[config.mk]
export PLATFORM = sky130hd
export DESIGN_NAME = top_k_lowest_score_keeper_core
export DESIGN_NICKNAME = d
export VERILOG_FILES = /design/src/hw/rtl/tkls_pkg.sv /design/src/hw/rtl/tkls_dp.sv /design/src/hw/rtl/tkls_ctrl.sv /design/src/hw/rtl/top_k_lowest_score_keeper_core.sv
export SDC_FILE = /design/constraint.sdc
export NUM_CORES = 2
export LEC_CHECK = 0
export ABC_CLOCK_PERIOD_IN_PS = 14950
export BUFFER_PORTS_ARGS = -buffer_cell sky130_fd_sc_hd__buf_2
export CORE_ASPECT_RATIO = 2
export CORE_MARGIN = 2
export CORE_UTILIZATION = 45
export CTS_CLUSTER_SIZE = 24
export DETAILED_ROUTE_END_ITERATION = 10
export PLACE_DENSITY_LB_ADDON = 0.05
export SYNTH_ARGS = -nofsm -noshare
export SYNTH_HDL_FRONTEND = slang
export SYNTH_SLANG_ARGS = --single-unit
[constraint.sdc]
create_clock -name clk -period 14.95 [get_ports clk]
set_input_delay 1.495 -clock clk [delete_from_list [all_inputs] [get_ports clk]]
set_output_delay 1.495 -clock clk [all_outputs]
set_load 0.02 [all_outputs]
[src/hw/rtl/tkls_pkg.sv]
// ----------------------------------------------------------------------------
// tkls_pkg
// Shared types and constants for the lowest-score keeper: entry layout,
// request kinds and the command/status bundles between control and datapath.
// ----------------------------------------------------------------------------
package tkls_pkg;

  localparam int DEPTH_DEF   = 64;

  localparam int SCORE_W     = 32;
  localparam int BLOCK_W     = 16;
  localparam int CELL_W      = 12;
  localparam int ENTRY_W     = SCORE_W + BLOCK_W + CELL_W;
  localparam int TDATA_W     = ((ENTRY_W + 7) / 8) * 8;
  localparam int MODE_W      = 2;
  localparam int OUT_TUSER_W = 1;

  // request kinds carried on in_tuser
  localparam logic [MODE_W-1:0] MODE_OFFER = 2'd0;
  localparam logic [MODE_W-1:0] MODE_READ  = 2'd1;
  localparam logic [MODE_W-1:0] MODE_CLEAR = 2'd2;

  // score sits in the low bits, so the packed entry matches tdata[ENTRY_W-1:0]
  typedef struct packed {
    logic [CELL_W-1:0]  cell_idx;
    logic [BLOCK_W-1:0] block;
    logic [SCORE_W-1:0] score;
  } entry_t;

  typedef struct packed {
    logic latch;       // capture the incoming candidate
    logic append;      // write incoming candidate to next free slot
    logic scan_start;  // begin a pass over the occupied slots
    logic scan_min;    // pass looks for next-lowest key (else for worst)
    logic apply;       // overwrite worst slot with latched candidate
    logic clear;       // empty the store
    logic rank_clr;    // start of a readout
    logic emit;        // load best entry into the output register
    logic emit_empty;  // load the empty-store result
  } cmd_t;

  typedef struct packed {
    logic full;
    logic empty;
    logic scan_done;
    logic cand_lower;  // latched candidate beats the worst entry
    logic last_rank;   // entry being emitted is the last of the readout
    logic out_free;
  } sts_t;

endpackage

[src/hw/rtl/tkls_dp.sv]
// ----------------------------------------------------------------------------
// tkls_dp
// Datapath: entry memory, fill count, scan pipeline with compare stage,
// readout rank/previous-key tracking and the output register.
// ----------------------------------------------------------------------------
module tkls_dp #(
  parameter int DEPTH = tkls_pkg::DEPTH_DEF
) (
  input  logic                          clk,
  input  logic                          rst_n,
  input  tkls_pkg::cmd_t                cmd,
  output tkls_pkg::sts_t                sts,
  input  logic [tkls_pkg::TDATA_W-1:0]  in_tdata,
  output logic                          out_tvalid,
  input  logic                          out_tready,
  output logic [tkls_pkg::TDATA_W-1:0]  out_tdata,
  output logic                          out_tlast,
  output logic [tkls_pkg::OUT_TUSER_W-1:0] out_tuser
);
  import tkls_pkg::*;

  localparam int IDX_W = (DEPTH > 1) ? $clog2(DEPTH) : 1;
  localparam int CNT_W = $clog2(DEPTH + 1);

  entry_t            mem [DEPTH];
  entry_t            in_entry;
  entry_t            cand_r;
  entry_t            rd_data_r;
  entry_t            best_r, best_nxt;
  logic [IDX_W-1:0]  best_idx_r, best_idx_nxt;
  logic              best_vld_r, best_vld_nxt;
  logic [CNT_W-1:0]  fill_r, fill_nxt;
  logic [CNT_W-1:0]  fill_m1;
  logic [IDX_W-1:0]  scan_r, scan_nxt;
  logic [IDX_W-1:0]  scan_lim;
  logic              scan_act_r, scan_act_nxt;
  logic              scan_min_r;
  logic              rd_vld_r;
  logic              rd_last_r;
  logic [IDX_W-1:0]  rd_idx_r;
  logic [SCORE_W-1:0] prev_score_r;
  logic [IDX_W-1:0]  prev_idx_r;
  logic              prev_vld_r;
  logic [CNT_W-1:0]  rank_r;
  logic              wr_en;
  logic [IDX_W-1:0]  wr_addr;
  entry_t            wr_data;
  logic              eligible;
  logic              take;
  logic              out_vld_r, out_vld_nxt;
  entry_t            out_entry_r;
  logic              out_last_r;
  logic              out_ev_r;

  assign in_entry = entry_t'(in_tdata[ENTRY_W-1:0]);
  assign fill_m1  = fill_r - CNT_W'(1);
  assign scan_lim = fill_m1[IDX_W-1:0];

  // write port
  always_comb begin
    wr_en   = cmd.append || cmd.apply;
    wr_addr = cmd.apply ? best_idx_r : fill_r[IDX_W-1:0];
    wr_data = cmd.apply ? cand_r : in_entry;
  end

  always_ff @(posedge clk) begin
    if (wr_en) begin
      mem[wr_addr] <= wr_data;
    end
    rd_data_r <= mem[scan_r];
  end

  always_comb begin
    fill_nxt = fill_r;
    if (cmd.clear) begin
      fill_nxt = '0;
    end else if (cmd.append) begin
      fill_nxt = fill_r + CNT_W'(1);
    end
  end

  // read issue: one slot per cycle, 0 .. fill-1
  always_comb begin
    scan_nxt     = scan_r;
    scan_act_nxt = scan_act_r;
    if (cmd.scan_start) begin
      scan_nxt     = '0;
      scan_act_nxt = 1'b1;
    end else if (scan_act_r) begin
      if (scan_r == scan_lim) begin
        scan_act_nxt = 1'b0;
      end else begin
        scan_nxt = scan_r + IDX_W'(1);
      end
    end
  end

  // compare stage; slots arrive in ascending order so strict compares keep
  // the earliest slot on ties
  always_comb begin
    eligible = !prev_vld_r || (rd_data_r.score > prev_score_r) ||
               ((rd_data_r.score == prev_score_r) && (rd_idx_r > prev_idx_r));
    if (scan_min_r) begin
      take = eligible && (!best_vld_r || (rd_data_r.score < best_r.score));
    end else begin
      take = !best_vld_r || (rd_data_r.score > best_r.score);
    end
    best_nxt     = best_r;
    best_idx_nxt = best_idx_r;
    best_vld_nxt = best_vld_r;
    if (cmd.scan_start) begin
      best_vld_nxt = 1'b0;
    end else if (rd_vld_r && take) begin
      best_nxt     = rd_data_r;
      best_idx_nxt = rd_idx_r;
      best_vld_nxt = 1'b1;
    end
  end

  always_comb begin
    out_vld_nxt = out_vld_r;
    if (cmd.emit || cmd.emit_empty) begin
      out_vld_nxt = 1'b1;
    end else if (out_tready) begin
      out_vld_nxt = 1'b0;
    end
  end

  always_ff @(posedge clk) begin
    if (!rst_n) begin
      fill_r     <= '0;
      scan_act_r <= 1'b0;
      rd_vld_r   <= 1'b0;
      best_vld_r <= 1'b0;
      prev_vld_r <= 1'b0;
      rank_r     <= '0;
      out_vld_r  <= 1'b0;
    end else begin
      fill_r     <= fill_nxt;
      scan_act_r <= scan_act_nxt;
      rd_vld_r   <= scan_act_r;
      best_vld_r <= best_vld_nxt;
      out_vld_r  <= out_vld_nxt;
      if (cmd.rank_clr) begin
        prev_vld_r <= 1'b0;
        rank_r     <= '0;
      end else if (cmd.emit) begin
        prev_vld_r <= 1'b1;
        rank_r     <= rank_r + CNT_W'(1);
      end
    end
  end

  always_ff @(posedge clk) begin
    scan_r     <= scan_nxt;
    rd_idx_r   <= scan_r;
    rd_last_r  <= (scan_r == scan_lim);
    best_r     <= best_nxt;
    best_idx_r <= best_idx_nxt;
    if (cmd.scan_start) begin
      scan_min_r <= cmd.scan_min;
    end
    if (cmd.latch) begin
      cand_r <= in_entry;
    end
    if (cmd.emit) begin
      prev_score_r <= best_r.score;
      prev_idx_r   <= best_idx_r;
      out_entry_r  <= best_r;
      out_last_r   <= sts.last_rank;
      out_ev_r     <= 1'b1;
    end else if (cmd.emit_empty) begin
      out_entry_r  <= '0;
      out_last_r   <= 1'b1;
      out_ev_r     <= 1'b0;
    end
  end

  always_comb begin
    sts.full       = (fill_r == CNT_W'(DEPTH));
    sts.empty      = (fill_r == '0);
    sts.scan_done  = rd_vld_r && rd_last_r;
    sts.cand_lower = cand_r.score < best_r.score;
    sts.last_rank  = (rank_r == fill_m1);
    sts.out_free   = !out_vld_r || out_tready;
  end

  assign out_tvalid = out_vld_r;
  assign out_tdata  = {{(TDATA_W - ENTRY_W){1'b0}}, out_entry_r};
  assign out_tlast  = out_last_r;
  assign out_tuser  = out_ev_r;

endmodule

[src/hw/rtl/tkls_ctrl.sv]
// ----------------------------------------------------------------------------
// tkls_ctrl
// Control state machine: decodes requests, sequences worst-entry and
// next-lowest scans, and paces readout results into the output register.
// ----------------------------------------------------------------------------
module tkls_ctrl (
  input  logic                        clk,
  input  logic                        rst_n,
  input  logic                        in_tvalid,
  output logic                        in_tready,
  input  logic [tkls_pkg::MODE_W-1:0] in_tuser,
  input  tkls_pkg::sts_t              sts,
  output tkls_pkg::cmd_t              cmd
);
  import tkls_pkg::*;

  localparam logic [2:0] S_IDLE  = 3'd0;
  localparam logic [2:0] S_SCAN  = 3'd1;
  localparam logic [2:0] S_APPLY = 3'd2;
  localparam logic [2:0] S_EMIT  = 3'd3;
  localparam logic [2:0] S_EMPTY = 3'd4;

  logic [2:0] state_r, state_nxt;
  logic       rdout_r, rdout_nxt;

  always_comb begin
    state_nxt = state_r;
    rdout_nxt = rdout_r;
    cmd       = '0;
    in_tready = 1'b0;
    unique case (state_r)
      S_IDLE: begin
        in_tready = 1'b1;
        if (in_tvalid) begin
          unique case (in_tuser)
            MODE_OFFER: begin
              cmd.latch = 1'b1;
              if (!sts.full) begin
                cmd.append = 1'b1;
              end else begin
                cmd.scan_start = 1'b1;
                rdout_nxt      = 1'b0;
                state_nxt      = S_SCAN;
              end
            end
            MODE_READ: begin
              if (sts.empty) begin
                state_nxt = S_EMPTY;
              end else begin
                cmd.rank_clr   = 1'b1;
                cmd.scan_start = 1'b1;
                cmd.scan_min   = 1'b1;
                rdout_nxt      = 1'b1;
                state_nxt      = S_SCAN;
              end
            end
            MODE_CLEAR: cmd.clear = 1'b1;
            default: ;  // unused kind: dropped
          endcase
        end
      end
      S_SCAN: begin
        if (sts.scan_done) begin
          state_nxt = rdout_r ? S_EMIT : S_APPLY;
        end
      end
      S_APPLY: begin
        cmd.apply = sts.cand_lower;
        state_nxt = S_IDLE;
      end
      S_EMIT: begin
        if (sts.out_free) begin
          cmd.emit = 1'b1;
          if (sts.last_rank) begin
            state_nxt = S_IDLE;
          end else begin
            cmd.scan_start = 1'b1;
            cmd.scan_min   = 1'b1;
            state_nxt      = S_SCAN;
          end
        end
      end
      S_EMPTY: begin
        if (sts.out_free) begin
          cmd.emit_empty = 1'b1;
          state_nxt      = S_IDLE;
        end
      end
      default: state_nxt = S_IDLE;
    endcase
  end

  always_ff @(posedge clk) begin
    if (!rst_n) begin
      state_r <= S_IDLE;
      rdout_r <= 1'b0;
    end else begin
      state_r <= state_nxt;
      rdout_r <= rdout_nxt;
    end
  end

endmodule

[src/hw/rtl/top_k_lowest_score_keeper_core.sv]
// ----------------------------------------------------------------------------
// top_k_lowest_score_keeper_core
// Keeps the DEPTH lowest-scoring candidates of a stream; reads them out in
// ascending score order (ties in slot order) and clears on request.
// ----------------------------------------------------------------------------
//  channel | dir | tdata (low bit up)          | tuser        | tlast
//  in_     | in  | score, block_index, cell    | mode         | -
//  out_    | out | kept_score, kept_block,cell | entry_valid  | last_entry
//
//  An offer to a full store scans with one memory read per slot to find the worst
//  entry, then writes over it if the candidate scores lower. A readout makes one
//  full scan over the single read port per result.
//  Synchronous active-low reset empties the store; entries are not cleared.
//  A stalled out_tready holds the pending result and the request sequence.
// ----------------------------------------------------------------------------
module top_k_lowest_score_keeper_core #(
  parameter int DEPTH = tkls_pkg::DEPTH_DEF
) (
  input  logic                              clk,
  input  logic                              rst_n,
  input  logic                              in_tvalid,
  output logic                              in_tready,
  input  logic [tkls_pkg::TDATA_W-1:0]      in_tdata,   // score, block_index, cell_index
  input  logic [tkls_pkg::MODE_W-1:0]       in_tuser,   // mode
  output logic                              out_tvalid,
  input  logic                              out_tready,
  output logic [tkls_pkg::TDATA_W-1:0]      out_tdata,  // kept_score, kept_block, kept_cell
  output logic                              out_tlast,
  output logic [tkls_pkg::OUT_TUSER_W-1:0]  out_tuser   // entry_valid
);
  import tkls_pkg::*;

  cmd_t cmd;
  sts_t sts;

  tkls_ctrl u_ctrl (
    .clk       (clk),
    .rst_n     (rst_n),
    .in_tvalid (in_tvalid),
    .in_tready (in_tready),
    .in_tuser  (in_tuser),
    .sts       (sts),
    .cmd       (cmd)
  );

  tkls_dp #(
    .DEPTH (DEPTH)
  ) u_dp (
    .clk        (clk),
    .rst_n      (rst_n),
    .cmd        (cmd),
    .sts        (sts),
    .in_tdata   (in_tdata),
    .out_tvalid (out_tvalid),
    .out_tready (out_tready),
    .out_tdata  (out_tdata),
    .out_tlast  (out_tlast),
    .out_tuser  (out_tuser)
  );

endmodule

# Word level (Yosys, flattened, before mapping)
# Memory sizes are Yosys's and may differ from the RTL's. A register that Yosys moved wholly into a read port is not among the register bits.
# Cells that the tools add are included.
# classes
magnitude_cmp,5
bitwise,3
n_reduce_logical,27
shift,0
eq_ne,18
n_addsub,4
div_mod_pow,0
mul,0
mux,48
# ops
op,count
$mux 60,3
$gt 32x32->1,2
$lt 32x32->1,2
$eq 32x32->1,1
$mux 1,25
$mux 3,6
$add 7x1->7 const B,2
$mux 2,7
$pmux 3 s4,1
$ne 2x2->1 const B,5
$eq 7x7->1,1
$eq 7x7->1 const B,1
$logic_not 7->1,1
$logic_or 1x1->1,7
$sub 7x1->7 const B,1
$add 6x1->6 const B,1
$eq 3x2->1 const B,2
$eq 6x6->1,1
$gt 6x6->1,1
$mux 6,1
$pmux 3 s2,1
$reduce_and 6->1,1
$reduce_bool 2->1,3
$reduce_or 2->1,3
other kinds (17),26
# totals
romBits,0
ramBits,3840
input_bits,70
output_inout_bits,68
regBits,263
latch_bits,0
n_memories,1
# mem_list
memory,depth,width,read_ports,rd_clocked_by_memory_dff,write_ports,line_no,source
u_dp.mem,64,60,1,1,1,tkls_dp.sv:25,entry_t mem [DEPTH];

# Logic depth before layout (Yosys ltp)
# depth
depth_word,8
depth_mapped,10
depth_no_buf,8

# Cells and area by module
# From an unflattened synthesis, not the netlist that was laid out.
# unflattened
hier_cells,6456
area_unflattened_um2,158813.6
# modules_own_cells
module,area_each_um2,cells_per_inst,n_inst
tkls_dp,158464.5,6409,1
tkls_ctrl,349.1,47,1

# Least setup slack after synthesis
# No wires, ideal clock.
# synth_timing
kind,input to register
startpoint,input port in_tuser[1] in the netlist's numbering
endpoint,memory u_dp.mem[0][0] in the netlist's numbering (enable)
path_stages,6
setup_time_ns,0.504
n_path_buf,0
slack_ns,4.192
arrival_time_ns,10.254
path_cell_list,nand2b_1 > nor3_1 > nand2_1 > nor2_1 > nand2_1 > a22oi_1
# synth_between
elab_chain_cells,7
# synth_lines
element,line_no,source
"start, declared",top_k_lowest_score_keeper_core.sv:24,"input logic [tkls_pkg::MODE_W-1:0] in_tuser,"
$logic_not 2->1,tkls_ctrl.sv:35,unique case (in_tuser)
$mux 2,tkls_ctrl.sv:35,
$mux 4,tkls_ctrl.sv:34,if (in_tvalid) begin
$mux 2,tkls_ctrl.sv:31,unique case (state_r)
$logic_or 1x1->1,tkls_dp.sv:61,wr_en = cmd.append || cmd.apply;
$mux 1,tkls_dp.sv:67,if (wr_en) begin
$mux 1 (implied by the code),tkls_dp.sv:68,mem[wr_addr] <= wr_data;
"end, declared",tkls_dp.sv:25,
# Every way passes these cells.

# Final worst setup path
# layout_timing
startpoint,register u_dp.best_r[19] in the netlist's numbering
endpoint,memory u_dp.mem[29][26] in the netlist's numbering (enable)
# layout_between
elab_chain_cells,5
elab_cells_between_ends,6
# layout_lines
element,line_no,source
"start, declared",tkls_dp.sv:29,"entry_t best_r, best_nxt;"
"start signal, assigned",tkls_dp.sv:158,best_r <= best_nxt;
$lt 32x32->1 (*),tkls_dp.sv:183,sts.cand_lower = cand_r.score < best_r.score;
$mux 1 (*),tkls_ctrl.sv:31,
$logic_or 1x1->1,tkls_dp.sv:61,
$mux 1,tkls_dp.sv:67,
$mux 1 (implied by the code),tkls_dp.sv:68,
# Mark *: on every way between the ends. The rest lies on a longest branch, timed or not.

==> impl_metrics.env <==
export IMPL_cp_data_required_time_ns=15.49
export IMPL_regToRegStartpoint="u_dp.best_r[19]$_DFFE_PP_"
export IMPL_htree_num_levels=5
export IMPL_p_int_mw=21.80
export IMPL_n_fill_cell=27490
export IMPL_wl_met3_um=19400
export IMPL_reg2reg_to="u_dp.mem[29][26]$_DFFE_PP_"
export IMPL_yosysWarnings=0
export IMPL_instances_no_fill=11870
export IMPL_clock_skew_final_ns=0.05170
export IMPL_mostFrequentLayoutCell="edfxtp_1"
export IMPL_crit_start="u_dp.best_r[19]$_DFFE_PP_"
export IMPL_p_sw_mw=7.890
export IMPL_design_die_area_um2=358800
export IMPL_clock_tree_root_cell="clkbuf_16"
export IMPL_seqPwrFrac_pct=44.5
export IMPL_area_of_the_multi_input_gates_um2=33810
export IMPL_antenna_violations_before_repair=21
export IMPL_cts_inserted_buffers=374
export IMPL_grt_use_total_pct=25.15
export IMPL_worstSetupEndpoint="u_dp.mem[29][26]$_DFFE_PP_"
export IMPL_first_global_vias=76110
export IMPL_highest_layer="met5"
export IMPL_synth_seq_cells=4163
export IMPL_synth_async_sr_flop_share_pct=0
export IMPL_grt_ovfl_total=0
export IMPL_avgViaCountPerCell=6.083
export IMPL_pwr_share_comb_pct=23.1
export IMPL_crit_arrival_ns=6.33
export IMPL_timing_worst_slew_pin_value_ns=1.333
export IMPL_setup_worst_path_start_class="register"
export IMPL_post_synth_cell_area_avg_um2=24.51
export IMPL_maximum_resistive_drop_on_vdd_mv=0.1452
export IMPL_final_core_utilization_pct=50.70
export IMPL_sw_frac_of_total_pct=26.57
export IMPL_synthesis_instances=6495
export IMPL_grt_start_max_net_pins=134
export IMPL_period_needed_ns=5.783
export IMPL_final_layout_size_suffix_gt1_share_pct=31.84
export IMPL_layout_common_cells="4066 x edfxtp_1, 1260 x mux4_2, 384 x clkbuf_16"
export IMPL_rsz_0062_raised_after_global_routing="false"
export IMPL_detailroute_via_count=72230
export IMPL_max_freq_mhz=172.9
export IMPL_cap_violations=0
export IMPL_detailed_place_hpwl_um=235600
export IMPL_p_per_area_nw_per_um2=166.4
export IMPL_drv_slew=0
export IMPL_drc=0
export IMPL_final_nets=7081
export IMPL_finalSetupTns_ns=0
export IMPL_detail_route_first_pass_iterations=5
export IMPL_ant_nets=0
export IMPL_port_buffers=129
export IMPL_metal2_wl_um=252200
export IMPL_p_leak_nw=54.95
export IMPL_netlist_cell_type_count=70
export IMPL_hold_buffers=0
export IMPL_holdCritPathClass="register to register"
export IMPL_place_inst=11180
export IMPL_routed_wl_um=450800
export IMPL_clk_pin_slew_worst_paths_ns=0.07
export IMPL_fp_dieH_um=845.1
export IMPL_rows=308
export IMPL_whs_ns=0.4021
export IMPL_globalplace_congestion=0.8055
export IMPL_setup_worst_path_class="register to register"
export IMPL_netlist_area_um2=159200
export IMPL_detail_route_wl_per_cell_um=37.97
export IMPL_fin_crit_sh_pct=38.68
export IMPL_tritoncts_clock_tree="yes"
export IMPL_synth_ff_type="edfxtp_1"
export IMPL_status="complete, no violations"
export IMPL_r2r_setup_slack_ns=9.17
export IMPL_timing_reg2reg_worst_path_depth=10
export IMPL_synth_edff_count=4066
export IMPL_final_seq_area_um2=124100
export IMPL_timing_final_hold_violations=0
export IMPL_synth_seq_area_share_pct=77.92
export IMPL_fin_total_pwr_mw=29.69
export IMPL_power_frac_clock_pct=32.3
export IMPL_floorplan_die_width_um=424.6
export IMPL_routedLengthMet1_um=166400
export IMPL_cp_end_kind="register"
export IMPL_total_i_o_pin_count=138
export IMPL_cts_root_to_sink_buffers=4
export IMPL_syn2layout_area_growth_pct=12.07
export IMPL_slew_limit_headroom_pct=11.16
export IMPL_postCtsResizedCells=0
export IMPL_cts_sinks=4163
export IMPL_first_drt_iteration_drcs=7645
export IMPL_clk_latency_ns=0.96
export IMPL_setup_viol_count_final=0
export IMPL_grt_first_pass_wirelength_um=619200
export IMPL_cts_setup_buffers=0
export IMPL_placeableCoreArea_um2=351800
export IMPL_crit_path_max_fanout=32
export IMPL_floorplan_initialDensity_pct=45.24
## sequential cells by signal (all words and copies together), names as in the netlist, 7 cells and up
name	flops
u_dp.prev_score_r	32
u_dp.mem	3840
u_dp.rd_data_r	60
u_dp.fill_r	7
u_dp.best_r	60
u_dp.rank_r	7
u_dp.out_tdata	60
u_dp.cand_r	60
## cell type report
| type | count | area share [%] |
|---|---|---|
| repair buffers | 349 | 1.351 |
| flip-flops and latches | 4163 | 69.54 |
| diodes | 13 | 0.01824 |
| well taps | 4650 | 3.261 |
| inverters | 87 | 0.1845 |
| clock buffers | 486 | 5.736 |
| multi-input cells | 1931 | 18.95 |
| clock inverters | 195 | 0.9567 |
## through the flow
step                setup WS, ns  cell area [um2]
CTS                        9.168           178400
detailed placement         9.023           166400
global route               9.017           178400
floorplan                  4.192           159200
finish                     9.167           178400
global placement           9.103           166400
## synthesized netlist by cell type (3+ instances only)
cell type,n,share of area (%)
nor2b_1,11,0.043
nand3_1,32,0.10
o211ai_1,7,0.033
a22oi_1,63,0.30
xnor2_1,11,0.061
dfxtp_1,97,1.2
nand4_1,23,0.090
inv_1,86,0.20
buf_1,16,0.038
clkbuf_1,185,0.44
buf_6,8,0.057
ha_1,105,0.83
buf_4,4,0.019
a211oi_1,6,0.028
and3_1,4,0.016
nand2_1,45,0.11
a221oi_1,3,0.017
or4_1,6,0.028
and2_1,32,0.13
nor4_1,6,0.024
o21ai_0,32,0.10
mux2_2,60,0.42
o31ai_1,4,0.019
nand2b_1,7,0.028
nor3_1,9,0.028
edfxtp_1,4066,77
nand4b_1,6,0.033
mux4_2,1260,18
nor2_1,71,0.17
xor2_1,13,0.072
and4_1,3,0.017
or3_1,8,0.031
or2_2,4,0.016
a21oi_1,42,0.13
buf_2,104,0.33
nor3b_1,4,0.019
a21o_1,10,0.047
## cell families (layout without fill, tap and decap cells)
family | Yosys count | after routing | share of synthesized area (%)
DFF | 4163 | 4163 | 77.92
muxes | 1322 | 1322 | 18.26
adders and majority gates | 105 | 105 | 0.8253
buffers and inverters | 404 | 1117 | 1.082
AOI/OAI and AO/OA | 198 | 198 | 0.8568
other | 1 | 17 | 0.002356
xor gates and xnor gates | 25 | 25 | 0.1462
and+or+nand+nor | 277 | 277 | 0.9008
## critical path, stage by stage, from the launching register on
cell	delay (ns)
edfxtp_1	0.39
inv_1	0.15
ha_1	0.27
a21oi_1	0.14
o21ai_0	0.14
a221oi_1	0.69
o2111a_1	0.76
nand4_1	0.79
a22oi_2	0.39
buf_4	0.70
buf_4	0.80
## worst min path at each step
stage                                           start                   endpoint  cells after the start
after floorplan           u_dp.scan_r[5]$_SDFFE_PP0P_   u_dp.rd_idx_r[5]$_DFF_P_                      0
after global placement     u_dp.rd_data_r[55]$_DFF_P_  u_dp.best_r[55]$_DFFE_PP_                      0
after detailed placement   u_dp.rd_data_r[53]$_DFF_P_  u_dp.best_r[53]$_DFFE_PP_                      0
after CTS                  u_dp.rd_data_r[55]$_DFF_P_  u_dp.best_r[55]$_DFFE_PP_                      0
after global routing       u_dp.rd_data_r[53]$_DFF_P_  u_dp.best_r[53]$_DFFE_PP_                      0
final                      u_dp.rd_data_r[55]$_DFF_P_  u_dp.best_r[55]$_DFFE_PP_                      0
## power by group through the flow
stage | clock, mW | combinational [mW] | sequential, mW
after floorplan | 0 | 5.23 | 13.2
after global placement | 0 | 6.99 | 13.5
after detailed placement | 0 | 7.04 | 13.5
after CTS | 9.82 | 7.05 | 13.2
after global routing | 10.2 | 7.30 | 13.2
final | 9.60 | 6.87 | 13.2
## layer usage
| layer | global-route usage [%] | vias to the layer above |
|---|---|---|
| met4 | 6.750 | 2 |
| met1 | 30.69 | 40500 |
| li1 | - | 28890 |
| met5 | 0 | - |
| met3 | 2.622 | 611 |
| met2 | 47.13 | 2219 |
Power figures use the tool's default switching activity.
